**src/hw/rtl/hps_pkg.sv**
```systemverilog
`timescale 1ns / 1ps
// ----------------------------------------------------------------------------
// hps_pkg
// Shared types and constants of the Hammersley point generator.
// ----------------------------------------------------------------------------
package hps_pkg;

    localparam int NS_W       = 21;
    localparam int RADIX_W    = 5;
    localparam int SAMPLE_W   = 21;
    localparam int COORD_W    = 32;
    localparam int IN_DATA_W  = 8;
    localparam int OUT_DATA_W = 88;
    localparam int APB_ADDR_W = 3;
    localparam int APB_DATA_W = 32;

    localparam logic [NS_W-1:0]    NS_RESET    = 21'd1;
    localparam logic [RADIX_W-1:0] RADIX_RESET = 5'd2;

    // register select, taken from the word address bit
    localparam logic REG_NUM_SAMPLES = 1'b0;
    localparam logic REG_RADIX       = 1'b1;

    typedef enum logic [1:0] {
        ST_IDLE,
        ST_CONV,
        ST_HORNER,
        ST_FINISH
    } hps_state_t;

    typedef struct packed {
        logic busy;
        logic done;
    } div_status_t;

endpackage

```
**src/hw/rtl/hammersley_point_generator.sv**
```systemverilog
`timescale 1ns / 1ps
// ----------------------------------------------------------------------------
// hammersley_point_generator
// Streams successive 2D Hammersley points in 32-bit fixed point.
// ----------------------------------------------------------------------------
// Each input item (restart flag) yields one output item: x = i/N, y = radical
// inverse of i in the configured radix, sample number i+1 and a wrap flag.
// N and the radix are set over the APB port; writing N clears the index.
// Flow: the index is shifted MSB first into a row of base-b digit cells
// while the x division runs alongside, then the m digits of i are folded
// into the reversed value and b^m, then a bit-serial divider forms y.
// One item is in work at a time. The result sits in an output register,
// so a new item is taken while it waits; if the receiver stalls, the next
// finished result waits in the core. Reset clears the index to 0, N to 1
// and the radix to 2.
// ----------------------------------------------------------------------------
module hammersley_point_generator #(
    parameter int INDEX_BITS    = 20,
    parameter int FRACTION_BITS = 32,
    parameter int MAX_RADIX     = 16
) (
    input  logic                              clk,
    input  logic                              rst_n,
    input  logic                              s_axis_tvalid,
    output logic                              s_axis_tready,
    input  logic [hps_pkg::IN_DATA_W-1:0]     s_axis_tdata,   // restart
    output logic                              m_axis_tvalid,
    input  logic                              m_axis_tready,
    output logic [hps_pkg::OUT_DATA_W-1:0]    m_axis_tdata,   // x_fraction, y_fraction, sample_number
    output logic                              m_axis_tuser,   // wrapped
    input  logic                              psel,
    input  logic                              penable,
    input  logic                              pwrite,
    input  logic [hps_pkg::APB_ADDR_W-1:0]    paddr,
    input  logic [hps_pkg::APB_DATA_W-1:0]    pwdata,
    output logic [hps_pkg::APB_DATA_W-1:0]    prdata,
    output logic                              pready
);
    import hps_pkg::*;

    localparam int NDIG  = INDEX_BITS;
    localparam int DW    = $clog2(MAX_RADIX);
    localparam int BW    = $clog2(MAX_RADIX + 1);
    localparam int TW    = DW + 1;
    localparam int RW    = INDEX_BITS + DW;
    localparam int NW    = INDEX_BITS + 1;
    localparam int LW    = (NS_W > NW) ? NS_W : NW;
    localparam int RCW   = (RADIX_W > BW) ? RADIX_W : BW;
    localparam int CNT_W = $clog2(2 * INDEX_BITS - 1);
    localparam logic [CNT_W-1:0] CONV_LAST = CNT_W'(2 * INDEX_BITS - 2);
    localparam logic [CNT_W-1:0] FEED_END  = CNT_W'(INDEX_BITS);

    // configuration
    logic [NS_W-1:0]    num_samples_reg;
    logic [RADIX_W-1:0] radix_reg;
    logic               cfg_wr;

    // control
    hps_state_t         state_reg, state_next;
    logic [CNT_W-1:0]   cnt_reg, cnt_next;
    logic [SAMPLE_W-1:0] index_reg;
    logic               out_valid_reg, out_valid_next;
    logic               accept;
    logic               out_load;
    logic               ydiv_start;
    logic               feed_v;

    // digit cells
    logic [NDIG-1:0][DW-1:0] digit_reg, digit_next;
    logic [NDIG-1:0]         cv_reg, cv_next;
    logic [NDIG-1:0]         cc_reg, cc_next;
    logic [NDIG-1:0]         cell_in_v;
    logic [NDIG-1:0]         cell_in_c;
    logic [NDIG-1:0][TW-1:0] cell_sum;
    logic [NDIG-1:0][TW-1:0] cell_dif;
    logic [NDIG-1:0]         cell_ge;
    logic [NDIG-1:0][DW-1:0] cell_digit;

    // payload
    logic [INDEX_BITS-1:0] src_reg, src_next;
    logic [RW-1:0]         rev_reg, rev_next;
    logic [RW-1:0]         scale_reg, scale_next;
    logic [RW+BW-1:0]      rev_prod;
    logic [RW+BW-1:0]      scale_prod;
    logic [SAMPLE_W-1:0]   sample_reg;
    logic                  wrap_reg;
    logic [COORD_W-1:0]    x_out_reg, y_out_reg;
    logic [SAMPLE_W-1:0]   sn_out_reg;
    logic                  wrap_out_reg;

    // effective operands
    logic [LW-1:0]  ns_ext, limit_ext, n_ext;
    logic [NW-1:0]  n_eff;
    logic [RCW-1:0] rad_ext, b_ext;
    logic [BW-1:0]  b_eff;
    logic [LW-1:0]  idx_ext, i_ext, i_inc;
    logic           wrap_now;

    div_status_t        xdiv_st, ydiv_st;
    logic [COORD_W-1:0] xq, yq;

    // ---------------- configuration port ----------------
    assign pready = 1'b1;
    assign cfg_wr = psel && penable && pwrite && pready;

    always_ff @(posedge clk or negedge rst_n)
    begin
        if (!rst_n)
        begin
            num_samples_reg <= NS_RESET;
            radix_reg       <= RADIX_RESET;
        end
        else if (cfg_wr)
        begin
            case (paddr[APB_ADDR_W-1])
                REG_NUM_SAMPLES: num_samples_reg <= pwdata[NS_W-1:0];
                REG_RADIX:       radix_reg       <= pwdata[RADIX_W-1:0];
                default:         ;
            endcase
        end
    end

    always_comb
    begin
        case (paddr[APB_ADDR_W-1])
            REG_NUM_SAMPLES: prdata = APB_DATA_W'(num_samples_reg);
            REG_RADIX:       prdata = APB_DATA_W'(radix_reg);
            default:         prdata = '0;
        endcase
    end

    // ---------------- effective N, radix and index ----------------
    always_comb
    begin
        ns_ext    = LW'(num_samples_reg);
        limit_ext = LW'(1) << INDEX_BITS;
        if (ns_ext == '0)
            n_ext = LW'(1);
        else if (ns_ext > limit_ext)
            n_ext = limit_ext;
        else
            n_ext = ns_ext;
        n_eff = n_ext[NW-1:0];

        rad_ext = RCW'(radix_reg);
        if (rad_ext < RCW'(2))
            b_ext = RCW'(2);
        else if (rad_ext > RCW'(MAX_RADIX))
            b_ext = RCW'(MAX_RADIX);
        else
            b_ext = rad_ext;
        b_eff = b_ext[BW-1:0];

        idx_ext  = s_axis_tdata[0] ? '0 : LW'(index_reg);
        wrap_now = idx_ext >= LW'(n_eff);
        i_ext    = wrap_now ? '0 : idx_ext;
        i_inc    = i_ext + LW'(1);
    end

    assign s_axis_tready = (state_reg == ST_IDLE);
    assign accept        = s_axis_tvalid && s_axis_tready;

    always_ff @(posedge clk or negedge rst_n)
    begin
        if (!rst_n)
            index_reg <= '0;
        else if (cfg_wr && paddr[APB_ADDR_W-1] == REG_NUM_SAMPLES)
            index_reg <= '0;
        else if (accept)
            index_reg <= i_inc[SAMPLE_W-1:0];
    end

    // ---------------- digit cells ----------------
    assign feed_v    = (state_reg == ST_CONV) && (cnt_reg < FEED_END);
    assign cell_in_v = {cv_reg[NDIG-2:0], feed_v};
    assign cell_in_c = {cc_reg[NDIG-2:0], src_reg[INDEX_BITS-1]};

    always_comb
    begin
        for (int k = 0; k < NDIG; k++)
        begin
            cell_sum[k]   = {digit_reg[k], cell_in_c[k]};
            cell_dif[k]   = cell_sum[k] - TW'(b_eff);
            cell_ge[k]    = cell_sum[k] >= TW'(b_eff);
            cell_digit[k] = cell_ge[k] ? cell_dif[k][DW-1:0] : cell_sum[k][DW-1:0];
        end
    end

    assign rev_prod   = rev_reg * b_eff;
    assign scale_prod = scale_reg * b_eff;

    // ---------------- sequencer ----------------
    always_comb
    begin
        state_next = state_reg;
        cnt_next   = cnt_reg;
        src_next   = src_reg;
        digit_next = digit_reg;
        cv_next    = '0;
        cc_next    = cc_reg;
        rev_next   = rev_reg;
        scale_next = scale_reg;
        ydiv_start = 1'b0;
        out_load   = 1'b0;

        case (state_reg)
            ST_IDLE:
            begin
                if (accept)
                begin
                    state_next = ST_CONV;
                    cnt_next   = '0;
                    src_next   = i_ext[INDEX_BITS-1:0];
                    digit_next = '0;
                    rev_next   = '0;
                    scale_next = RW'(1);
                end
            end
            ST_CONV:
            begin
                cnt_next = cnt_reg + CNT_W'(1);
                if (feed_v)
                    src_next = src_reg << 1;
                for (int k = 0; k < NDIG; k++)
                begin
                    if (cell_in_v[k])
                        digit_next[k] = cell_digit[k];
                end
                cc_next = cell_in_v & cell_ge;
                if (cnt_reg == CONV_LAST)
                    state_next = ST_HORNER;
                else
                    cv_next = cell_in_v;
            end
            ST_HORNER:
            begin
                if (digit_reg == '0)
                begin
                    ydiv_start = 1'b1;
                    state_next = ST_FINISH;
                end
                else
                begin
                    // least significant digit first
                    rev_next   = rev_prod[RW-1:0] + RW'(digit_reg[0]);
                    scale_next = scale_prod[RW-1:0];
                    digit_next = digit_reg >> DW;
                end
            end
            ST_FINISH:
            begin
                if (xdiv_st.done && ydiv_st.done && (!out_valid_reg || m_axis_tready))
                begin
                    out_load   = 1'b1;
                    state_next = ST_IDLE;
                end
            end
            default:
            begin
                state_next = ST_IDLE;
            end
        endcase

        if (out_load)
            out_valid_next = 1'b1;
        else if (m_axis_tready)
            out_valid_next = 1'b0;
        else
            out_valid_next = out_valid_reg;
    end

    always_ff @(posedge clk or negedge rst_n)
    begin
        if (!rst_n)
        begin
            state_reg     <= ST_IDLE;
            cnt_reg       <= '0;
            cv_reg        <= '0;
            out_valid_reg <= 1'b0;
        end
        else
        begin
            state_reg     <= state_next;
            cnt_reg       <= cnt_next;
            cv_reg        <= cv_next;
            out_valid_reg <= out_valid_next;
        end
    end

    always_ff @(posedge clk)
    begin
        src_reg   <= src_next;
        digit_reg <= digit_next;
        cc_reg    <= cc_next;
        rev_reg   <= rev_next;
        scale_reg <= scale_next;
        if (accept)
        begin
            sample_reg <= i_inc[SAMPLE_W-1:0];
            wrap_reg   <= wrap_now;
        end
        if (out_load)
        begin
            x_out_reg    <= xq;
            y_out_reg    <= yq;
            sn_out_reg   <= sample_reg;
            wrap_out_reg <= wrap_reg;
        end
    end

    // ---------------- dividers ----------------
    hps_frac_div #(
        .DEN_W     (NW),
        .FRAC_BITS (FRACTION_BITS)
    ) u_xdiv (
        .clk      (clk),
        .rst_n    (rst_n),
        .start    (accept),
        .num      (i_ext[NW-1:0]),
        .den      (n_eff),
        .status   (xdiv_st),
        .quotient (xq)
    );

    hps_frac_div #(
        .DEN_W     (RW),
        .FRAC_BITS (FRACTION_BITS)
    ) u_ydiv (
        .clk      (clk),
        .rst_n    (rst_n),
        .start    (ydiv_start),
        .num      (rev_reg),
        .den      (scale_reg),
        .status   (ydiv_st),
        .quotient (yq)
    );

    // ---------------- output ----------------
    assign m_axis_tvalid = out_valid_reg;
    assign m_axis_tdata  = OUT_DATA_W'({sn_out_reg, y_out_reg, x_out_reg});
    assign m_axis_tuser  = wrap_out_reg;

`ifndef NO_ASSERTIONS
    a_accept_starts_conv: assert property (@(posedge clk) disable iff (!rst_n)
        accept |=> (state_reg == ST_CONV) && (cnt_reg == '0))
        else $error("item accepted but conversion did not start");

    a_cells_idle_in_fold: assert property (@(posedge clk) disable iff (!rst_n)
        (state_reg == ST_HORNER) |-> (cv_reg == '0))
        else $error("digit cell still active during digit fold");

    a_load_after_divs: assert property (@(posedge clk) disable iff (!rst_n)
        out_load |-> (xdiv_st.done && ydiv_st.done && !xdiv_st.busy && !ydiv_st.busy))
        else $error("result loaded before both divisions finished");

    a_wrap_restarts_index: assert property (@(posedge clk) disable iff (!rst_n)
        (accept && wrap_now) |=> (index_reg == SAMPLE_W'(1)))
        else $error("index not restarted after wrap");
`endif

endmodule

```
**src/hw/rtl/hps_frac_div.sv**
```systemverilog
`timescale 1ns / 1ps
// ----------------------------------------------------------------------------
// hps_frac_div
// Bit-serial restoring divider: floor(num * 2^FRAC_BITS / den), num < den.
// ----------------------------------------------------------------------------
module hps_frac_div #(
    parameter int DEN_W     = 21,
    parameter int FRAC_BITS = 32
) (
    input  logic                         clk,
    input  logic                         rst_n,
    input  logic                         start,
    input  logic [DEN_W-1:0]             num,
    input  logic [DEN_W-1:0]             den,
    output hps_pkg::div_status_t         status,
    output logic [hps_pkg::COORD_W-1:0]  quotient
);
    import hps_pkg::*;

    localparam int QW    = (FRAC_BITS > COORD_W) ? FRAC_BITS : COORD_W;
    localparam int CNT_W = $clog2(FRAC_BITS);
    localparam logic [CNT_W-1:0] LAST = CNT_W'(FRAC_BITS - 1);

    logic             busy_reg;
    logic             done_reg;
    logic [CNT_W-1:0] cnt_reg;
    logic [DEN_W-1:0] rem_reg;
    logic [DEN_W-1:0] den_reg;
    logic [QW-1:0]    q_reg;

    logic [DEN_W:0]   rem_sh;
    logic [DEN_W:0]   rem_dif;
    logic             fits;
    logic [DEN_W-1:0] rem_next;
    logic [QW-1:0]    q_next;

    always_comb
    begin
        rem_sh   = {rem_reg, 1'b0};
        rem_dif  = rem_sh - {1'b0, den_reg};
        fits     = rem_sh >= {1'b0, den_reg};
        rem_next = fits ? rem_dif[DEN_W-1:0] : rem_sh[DEN_W-1:0];
        q_next   = {q_reg[QW-2:0], fits};
    end

    always_ff @(posedge clk or negedge rst_n)
    begin
        if (!rst_n)
        begin
            busy_reg <= 1'b0;
            done_reg <= 1'b0;
            cnt_reg  <= '0;
        end
        else if (start)
        begin
            busy_reg <= 1'b1;
            done_reg <= 1'b0;
            cnt_reg  <= '0;
        end
        else if (busy_reg)
        begin
            cnt_reg <= cnt_reg + CNT_W'(1);
            if (cnt_reg == LAST)
            begin
                busy_reg <= 1'b0;
                done_reg <= 1'b1;
            end
        end
    end

    always_ff @(posedge clk)
    begin
        if (start)
        begin
            rem_reg <= num;
            den_reg <= den;
            q_reg   <= '0;
        end
        else if (busy_reg)
        begin
            rem_reg <= rem_next;
            q_reg   <= q_next;
        end
    end

    assign status.busy = busy_reg;
    assign status.done = done_reg;
    assign quotient    = q_reg[COORD_W-1:0];

endmodule

```
**config.mk**
```make
export PLATFORM = sky130hd
export DESIGN_NAME = hammersley_point_generator
export DESIGN_NICKNAME = d
export VERILOG_FILES = /design/src/hw/rtl/hps_pkg.sv /design/src/hw/rtl/hammersley_point_generator.sv /design/src/hw/rtl/hps_frac_div.sv
export SDC_FILE = /design/constraint.sdc
export NUM_CORES = 1
export LEC_CHECK = 0
export ABC_CLOCK_PERIOD_IN_PS = 5140
export CAP_MARGIN = 20
export CORE_MARGIN = 5
export CORE_UTILIZATION = 57
export CTS_CLUSTER_SIZE = 8
export DETAILED_ROUTE_END_ITERATION = 10
export DONT_BUFFER_PORTS = 1
export PLACE_DENSITY_LB_ADDON = 0.25
export RECOVER_POWER = 100
export SETUP_SLACK_MARGIN = 0.05
export SLEW_MARGIN = 20
export SYNTH_ARGS = -nofsm -noshare
export SYNTH_HDL_FRONTEND = slang
export SYNTH_SLANG_ARGS = --single-unit
```
**constraint.sdc**
```tcl
create_clock -name clk -period 5.14 [get_ports clk]
set_input_delay 0.257 -clock clk [delete_from_list [all_inputs] [get_ports clk]]
set_output_delay 0.257 -clock clk [all_outputs]
set_load 0.005 [all_outputs]
```
==> results.sh, run 1 <==
export IMPL_core_um2=60130
export IMPL_setup_slack_ns=0.1677
export IMPL_relSlewSlack_pct=-73.91
export IMPL_gp_congestion=0.9004
export IMPL_synth_cells=3407
export IMPL_grt_pass1_wl_um=138200
export IMPL_fin_crit_sh_pct=96.74
export IMPL_leakagePower_nw=16.60
export IMPL_synth_compound_area_share_pct=10.09
export IMPL_maxCapViolCount=9
export IMPL_powerDensity_nw_per_um2=624.3
export IMPL_drcViolationCount=0
export IMPL_h_tree_depth=3
export IMPL_r2r_setup_slack_ns=0.17
export IMPL_drive_gt1_share_pct=6.300
export IMPL_register_area_um2=14480
export IMPL_fillers=4707
export IMPL_synth_edf_count=365
export IMPL_grt_max_degree=90
export IMPL_largest_reg_flops=80
export IMPL_crit_path_start="rad_ext[3]$_DFFE_PN0P_"
export IMPL_drtAntennaViolNets=0
export IMPL_critical_path_required_ns=5.60
export IMPL_period_minus_slack_ns=4.972
export IMPL_initial_utilization_pct=57.42
export IMPL_die_x_um=256.1
export IMPL_synth_top_family_by_area="adder cells"
export IMPL_fin_setup_tns_ns=0
export IMPL_seq_area_frac_synth_pct=41.91
export IMPL_peakVddDrop_v=0.0004399
export IMPL_setup_worst_path_end="rev_reg[22]$_SDFFCE_PN0P_"
export IMPL_cts_sinks=518
export IMPL_syn_area_per_cell_um2=10.13
export IMPL_criticalPathCategory="reg -> reg"
export IMPL_pre_cts_slack_ns=-0.002258
export IMPL_fp_dieArea_um2=65590
export IMPL_violations="capacitance limit, slew limit"
export IMPL_finalNetCount=3892
export IMPL_synthSimpleGateAreaFrac_pct=16.50
export IMPL_track_usage_pct=25.68
export IMPL_worst_slew_pin_slew_ns=2.609
export IMPL_layout_cells_non_filler=4294
export IMPL_rows=90
export IMPL_clk_insertion_delay_late_ns=0.64
export IMPL_port_buffers=0
export IMPL_hold_violations=0
export IMPL_area_growth_pct=10.73
export IMPL_post_drt_wl_per_cell_um=19.93
export IMPL_muxShareOfSynthArea_pct=4.773
export IMPL_cts_buffers=75
export IMPL_chipHeight_um=256.1
export IMPL_hold_class="in -> reg"
export IMPL_rr_startpoint="rad_ext[3]$_DFFE_PN0P_"
export IMPL_clkTransAtPathRegs_ns=0.05
export IMPL_root_buffer="clkbuf_16"
export IMPL_placed_cells=4123
export IMPL_postPlaceCellArea_um2=35580
export IMPL_cts_tree="yes"
export IMPL_status="finished, violations left"
export IMPL_synthXorXnorAreaFrac_pct=3.831
export IMPL_drtIter0Drc=2111
export IMPL_critPathMaxFanout=8
export IMPL_drt_wl_total_um=85580
export IMPL_reg2reg_to="rev_reg[22]$_SDFFCE_PN0P_"
export IMPL_grt_overflow_total=0
export IMPL_dpl_hpwl_um=59450
export IMPL_synthAdderAreaFrac_pct=17.35
export IMPL_first_pass_iters=6
export IMPL_rsz0062_at_grt="true"
export IMPL_ys_warn_count=0
export IMPL_synthArstFlopShare_pct=17.18
export IMPL_finalSetupViolCount=0
export IMPL_final_max_slew_viol_count=425
export IMPL_cp_arrival_ns=5.43
export IMPL_yosysUniqueCellTypes=81
export IMPL_clock_path_buffers=3
export IMPL_rr_worst_depth=19
export IMPL_via_count=25010
export IMPL_antenna_found_initial=2
export IMPL_via_per_inst=5.824
export IMPL_multi_input_area_um2=18420
export IMPL_ios=174
export IMPL_syn_area_um2=34530
export IMPL_synth_seq_cells=518
export IMPL_cp_start_kind="flip-flop"
export IMPL_fin_area_um2=38230
export IMPL_endpoint_kind="flip-flop"
export IMPL_grt_pass1_vias=25670
export IMPL_synth_ff_type="edfxtp_1"
export IMPL_clock_skew_ns=0.04285
export IMPL_max_freq_ghz=0.2011
[stage by stage]
stage | hold slack, ns | utilization [%] | total power (W)
4_1_cts | 0.001820 | 63.43 | 0.02373
6_report | 0.06506 | 63.57 | 0.02387
3_5_place_dp | -0.03072 | 59.16 | 0.01871
3_3_place_gp | -0.03011 | 59.16 | 0.01819
5_1_grt | 0.06977 | 63.56 | 0.02574
2_1_floorplan | -0.03859 | - | 0.01563
[where the power goes]
part | leakage (nW) | switching (W) | total (W) | internal, W
Clock | 1.07 | 0.00194 | 0.00479 | 0.00285
Sequential | 5.30 | 0.00111 | 0.00720 | 0.00609
Combinational | 10.2 | 0.00695 | 0.0119 | 0.00492
[worst min path at each step]
stage                    startpoint                            end  slack [ns]  cells after the start
global route        s_axis_tdata[0]           src_reg[4]$_DFFE_PP_        0.07                      2
floorplan                     rst_n         cnt_reg[0]$_DFFE_PN0P_       -0.04                      0
global placement              rst_n  u_ydiv.cnt_reg[1]$_DFFE_PN0P_       -0.03                      0
CTS                        paddr[2]          ns_ext[0]$_DFFE_PN1P_       0.002                      3
finish                s_axis_tvalid         cnt_reg[1]$_DFFE_PN0P_        0.07                      3
detailed placement            rst_n  u_ydiv.cnt_reg[0]$_DFFE_PN0P_       -0.03                      0
[final cells by class]
class | count | share of cell area (%)
tap | 782 | 2.559
antenna | 4 | 0.02618
timing repair buffer | 105 | 2.160
inverter | 331 | 3.257
clock inverter | 7 | 0.4615
sequential | 518 | 37.87
clock buffer | 129 | 5.495
multi-input combinational | 2418 | 48.17
[synthesized netlist by cell type, types with 12 or more instances]
master | count | share of area [%]
a211oi_1 | 20 | 0.43
a21boi_0 | 22 | 0.48
a21o_1 | 69 | 1.5
a21oi_1 | 150 | 2.2
a22oi_1 | 19 | 0.41
a31oi_1 | 14 | 0.25
and2_1 | 254 | 4.6
and3_1 | 17 | 0.31
buf_1 | 14 | 0.15
buf_4 | 19 | 0.41
clkbuf_1 | 115 | 1.3
dfrtp_1 | 87 | 6.3
dfxtp_1 | 64 | 3.7
edfxtp_1 | 365 | 32
fa_1 | 143 | 8.3
ha_1 | 250 | 9.1
inv_1 | 327 | 3.6
mux2_2 | 29 | 0.95
mux2i_1 | 132 | 3.8
nand2_1 | 334 | 3.6
nand2b_1 | 58 | 1.1
nand3_1 | 32 | 0.46
nand4_1 | 21 | 0.38
nor2_1 | 235 | 2.6
nor2b_1 | 89 | 1.6
nor3_1 | 38 | 0.55
nor4_1 | 34 | 0.62
o211ai_1 | 28 | 0.61
o21a_1 | 14 | 0.30
o21ai_0 | 126 | 1.8
o21ai_1 | 17 | 0.25
or3_1 | 12 | 0.22
xnor2_1 | 84 | 2.1
xor2_1 | 67 | 1.7
[cell usage in the layout, fill, tap and decap left out, drive strengths merged, types with 32 or more instances in the layout]
cell,n
a21o,69
a21oi,151
and2,254
buf,49
clkbuf,160
dfrtp,87
dfxtp,64
edfxtp,365
fa,143
ha,250
inv,333
mux2i,132
nand2,334
nand2b,58
nand3,32
nor2,236
nor2b,89
nor3,38
nor4,34
o21ai,144
xnor2,84
xor2,67
[repair_timing]
item,in CTS,in global routing
gates cloned,0,1
buffers inserted,0,4
hold endpoints to repair,117,23
resized for setup,4,37
hold buffers,25,1
setup endpoints to repair,5,25
pin swaps,0,9
[critical path, cell delays in order (launching register included)]
cell and delay [ns]:
dfrtp_1 0.41, buf_4 0.17, o311a_4 0.36, buf_4 0.16, and2_1 0.15, ha_1 0.28
fa_1 0.48, inv_1 0.05, fa_1 0.52, inv_1 0.04, ha_1 0.35, o21ai_2 0.12
a21boi_2 0.19, nand3_2 0.13, o311ai_4 0.27, a41oi_2 0.19, a211o_1 0.38, nand2b_1 0.19
a21oi_2 0.17, mux2i_1 0.19
[layer usage]
metal | track usage [%] | part of all wire, % | wire, um
met1 | 34.94 | 43 | 36610
met2 | 42.86 | 49 | 41600
met3 | 4.025 | 5.6 | 4809
met5 | 0 | 0 | 0
met4 | 7.811 | 3.0 | 2564
[kinds of logic after synthesis]
group / count (synthesis)
mux: 161
buf+inv: 484
other cells: 2
fa+ha+maj: 393
compound gates: 551
simple gates: 1147
xor+xnor: 151
flops: 518
(Power assumes the default switching activity.)
==> run 2, diff against run 1 <==
RECOVER_POWER = default   (was 100)
==> run 2 against run 1 <==
Compared with the run above:
- the run now ends clean
- non-clock buffer count did not move
- clock power barely moved
- total power rose by 0.44%
- first-iteration DRC count fell by 0.38%
- worst setup slack improved by 0.014 ns
- worst hold slack got worse by 0.012 ns
- sequential power barely moved
- combinational power barely moved
- wire length barely moved
- register-to-register slack barely moved
- utilization rose by 0.35 points
- die area did not move
- largest cell class unchanged
- highest routed layer unchanged
==> results.sh, run 2 (synthesis gave the netlist of run 1 again) <==
export IMPL_final_cell_mix="edfxtp_1 (365), nand2_1 (332), inv_1 (326), and2_1 (253), ha_1 (244)"
export IMPL_reg2reg_to="scale_reg[23]$_SDFFCE_PN0P_"
export IMPL_first_pass_iters=6
export IMPL_rows=90
export IMPL_drtIter0Drc=2103
export IMPL_grt_pass1_wl_um=138200
export IMPL_fin_setup_tns_ns=0
export IMPL_die_x_um=256.1
export IMPL_post_drt_wl_per_cell_um=19.93
export IMPL_h_tree_depth=3
export IMPL_fin_util_pct=63.92
export IMPL_ios=174
export IMPL_critical_path_required_ns=5.52
export IMPL_grt_overflow_total=0
export IMPL_port_buffers=0
export IMPL_hold_violations=0
export IMPL_total_power_w=0.02397
export IMPL_r2r_setup_slack_ns=0.18
export IMPL_status="finished clean"
export IMPL_via_count=25010
export IMPL_period_minus_slack_ns=4.958
export IMPL_rr_worst_depth=18
export IMPL_drcViolationCount=0
export IMPL_clock_skew_ns=0.04989
export IMPL_clk_insertion_delay_late_ns=0.64
export IMPL_leakagePower_nw=16.76
export IMPL_fp_dieArea_um2=65590
export IMPL_drtAntennaViolNets=0
export IMPL_mostFrequentLayoutCell="edfxtp_1"
export IMPL_area_growth_pct=11.33
export IMPL_rsz0062_at_grt="true"
export IMPL_drive_gt1_share_pct=7.526
export IMPL_worst_slew_pin_slew_ns=1.162
export IMPL_maxCapViolCount=0
export IMPL_setup_slack_ns=0.1819
export IMPL_max_freq_ghz=0.2017
export IMPL_cp_arrival_ns=5.34
export IMPL_worst_path_largest_cell_delay_ns=0.55
export IMPL_finalSetupViolCount=0
export IMPL_setup_worst_path_end="scale_reg[23]$_SDFFCE_PN0P_"
export IMPL_grt_max_degree=90
export IMPL_rr_startpoint="rad_ext[4]$_DFFE_PN0P_"
export IMPL_grt_pass1_vias=25670
export IMPL_dpl_hpwl_um=59450
export IMPL_cp_start_kind="flip-flop"
export IMPL_hold_class="in -> reg"
export IMPL_track_usage_pct=25.68
export IMPL_relSlewSlack_pct=22.48
export IMPL_cts_sinks=518
export IMPL_initial_utilization_pct=57.42
export IMPL_pre_cts_slack_ns=-0.002258
export IMPL_final_max_slew_viol_count=0
export IMPL_cts_buffers=75
export IMPL_endpoint_kind="flip-flop"
export IMPL_powerDensity_nw_per_um2=623.7
export IMPL_finalNetCount=3892
export IMPL_drt_wl_total_um=85570
export IMPL_peakVddDrop_v=0.0004406
export IMPL_clock_path_buffers=3
export IMPL_cts_tree="yes"
export IMPL_crit_chain="nor2b_2, buf_12, and2_1, fa_1, fa_1, inv_1, fa_1, inv_1, ha_4, and4_1, and3_1, and2_1, or3b_1, a21oi_4, o41ai_4, o21ai_1, xnor2_1, and2_1"
export IMPL_largest_reg_flops=80
export IMPL_root_buffer="clkbuf_16"
export IMPL_gp_congestion=0.9004
export IMPL_core_um2=60130
export IMPL_crit_path_start="rad_ext[4]$_DFFE_PN0P_"
export IMPL_fin_crit_sh_pct=96.46
export IMPL_clkTransAtPathRegs_ns=0.05
export IMPL_antenna_found_initial=2
export IMPL_chipHeight_um=256.1
export IMPL_crit_slowest_cell="fa_1"
export IMPL_via_per_inst=5.826
export IMPL_criticalPathCategory="reg -> reg"
export IMPL_critPathMaxFanout=28
[run 2: changes by cell type in the layout (fill, tap and decap cells not counted), sizes merged]
cell	delta
clkbuf	-30
diode	-1
buf	+30
[run 2: cell type report]
class                      count  area, um2
clock inverter                 7      176.4
antenna                        3      7.507
multi-input combinational   2418      18490
fill                        4664      21700
inverter                     331       1245
tap                          782      978.4
clock buffer                 129       2101
timing repair buffer         105      958.4
sequential                   518      14480
[run 2: per-stage QoR]
step	area [um2]	hold WS [ns]	std cells
2_1_floorplan	34580	-0.03859	3420
3_3_place_gp	35580	-0.03011	4123
3_5_place_dp	35580	-0.03072	4123
4_1_cts	38140	0.001820	4284
5_1_grt	38430	0.06977	4290
6_report	38440	0.05331	4293
[run 2: repair_timing]
action	in CTS	in global routing
gates cloned	0	1
gates resized for setup	4	37
setup endpoints to repair	5	25
pin swaps	0	9
hold endpoints to repair	117	23
setup buffers	0	4
hold buffers	25	1
[run 2: worst max-delay path: cells and delay by family, from the launching register on]
family | cells | cell delay, ns
compound gates | 3 | 0.51
xor+xnor | 1 | 0.08
fa+ha+maj | 4 | 1.84
buf+inv | 3 | 0.32
flops | 1 | 0.46
simple gates | 7 | 1.49
[run 2: power breakdown]
group | total, W | internal, W | leakage [nW] | switching (W)
combinational | 0.0120 | 0.00503 | 10.4 | 0.00696
clock | 0.00479 | 0.00285 | 1.07 | 0.00195
sequential | 0.00719 | 0.00608 | 5.30 | 0.00111
[run 2: worst min path at each step]
stage / from / to / slack [ns] / cells after the start
2_1_floorplan: rst_n / cnt_reg[0]$_DFFE_PN0P_ / -0.04 / 0
3_3_place_gp: rst_n / u_ydiv.cnt_reg[1]$_DFFE_PN0P_ / -0.03 / 0
3_5_place_dp: rst_n / u_ydiv.cnt_reg[0]$_DFFE_PN0P_ / -0.03 / 0
4_1_cts: paddr[2] / ns_ext[0]$_DFFE_PN1P_ / 0.002 / 3
5_1_grt: s_axis_tdata[0] / src_reg[4]$_DFFE_PP_ / 0.07 / 2
6_report: s_axis_tvalid / cnt_reg[1]$_DFFE_PN0P_ / 0.05 / 3
[run 2: layer usage]
layer / global-route usage [%] / up-vias / wire [um]
li1: - / 11700 / -
met4: 7.811 / 0 / 2410
met5: 0 / - / 0
met1: 34.94 / 12370 / 36320
met2: 42.86 / 781 / 41800
met3: 4.025 / 162 / 5046
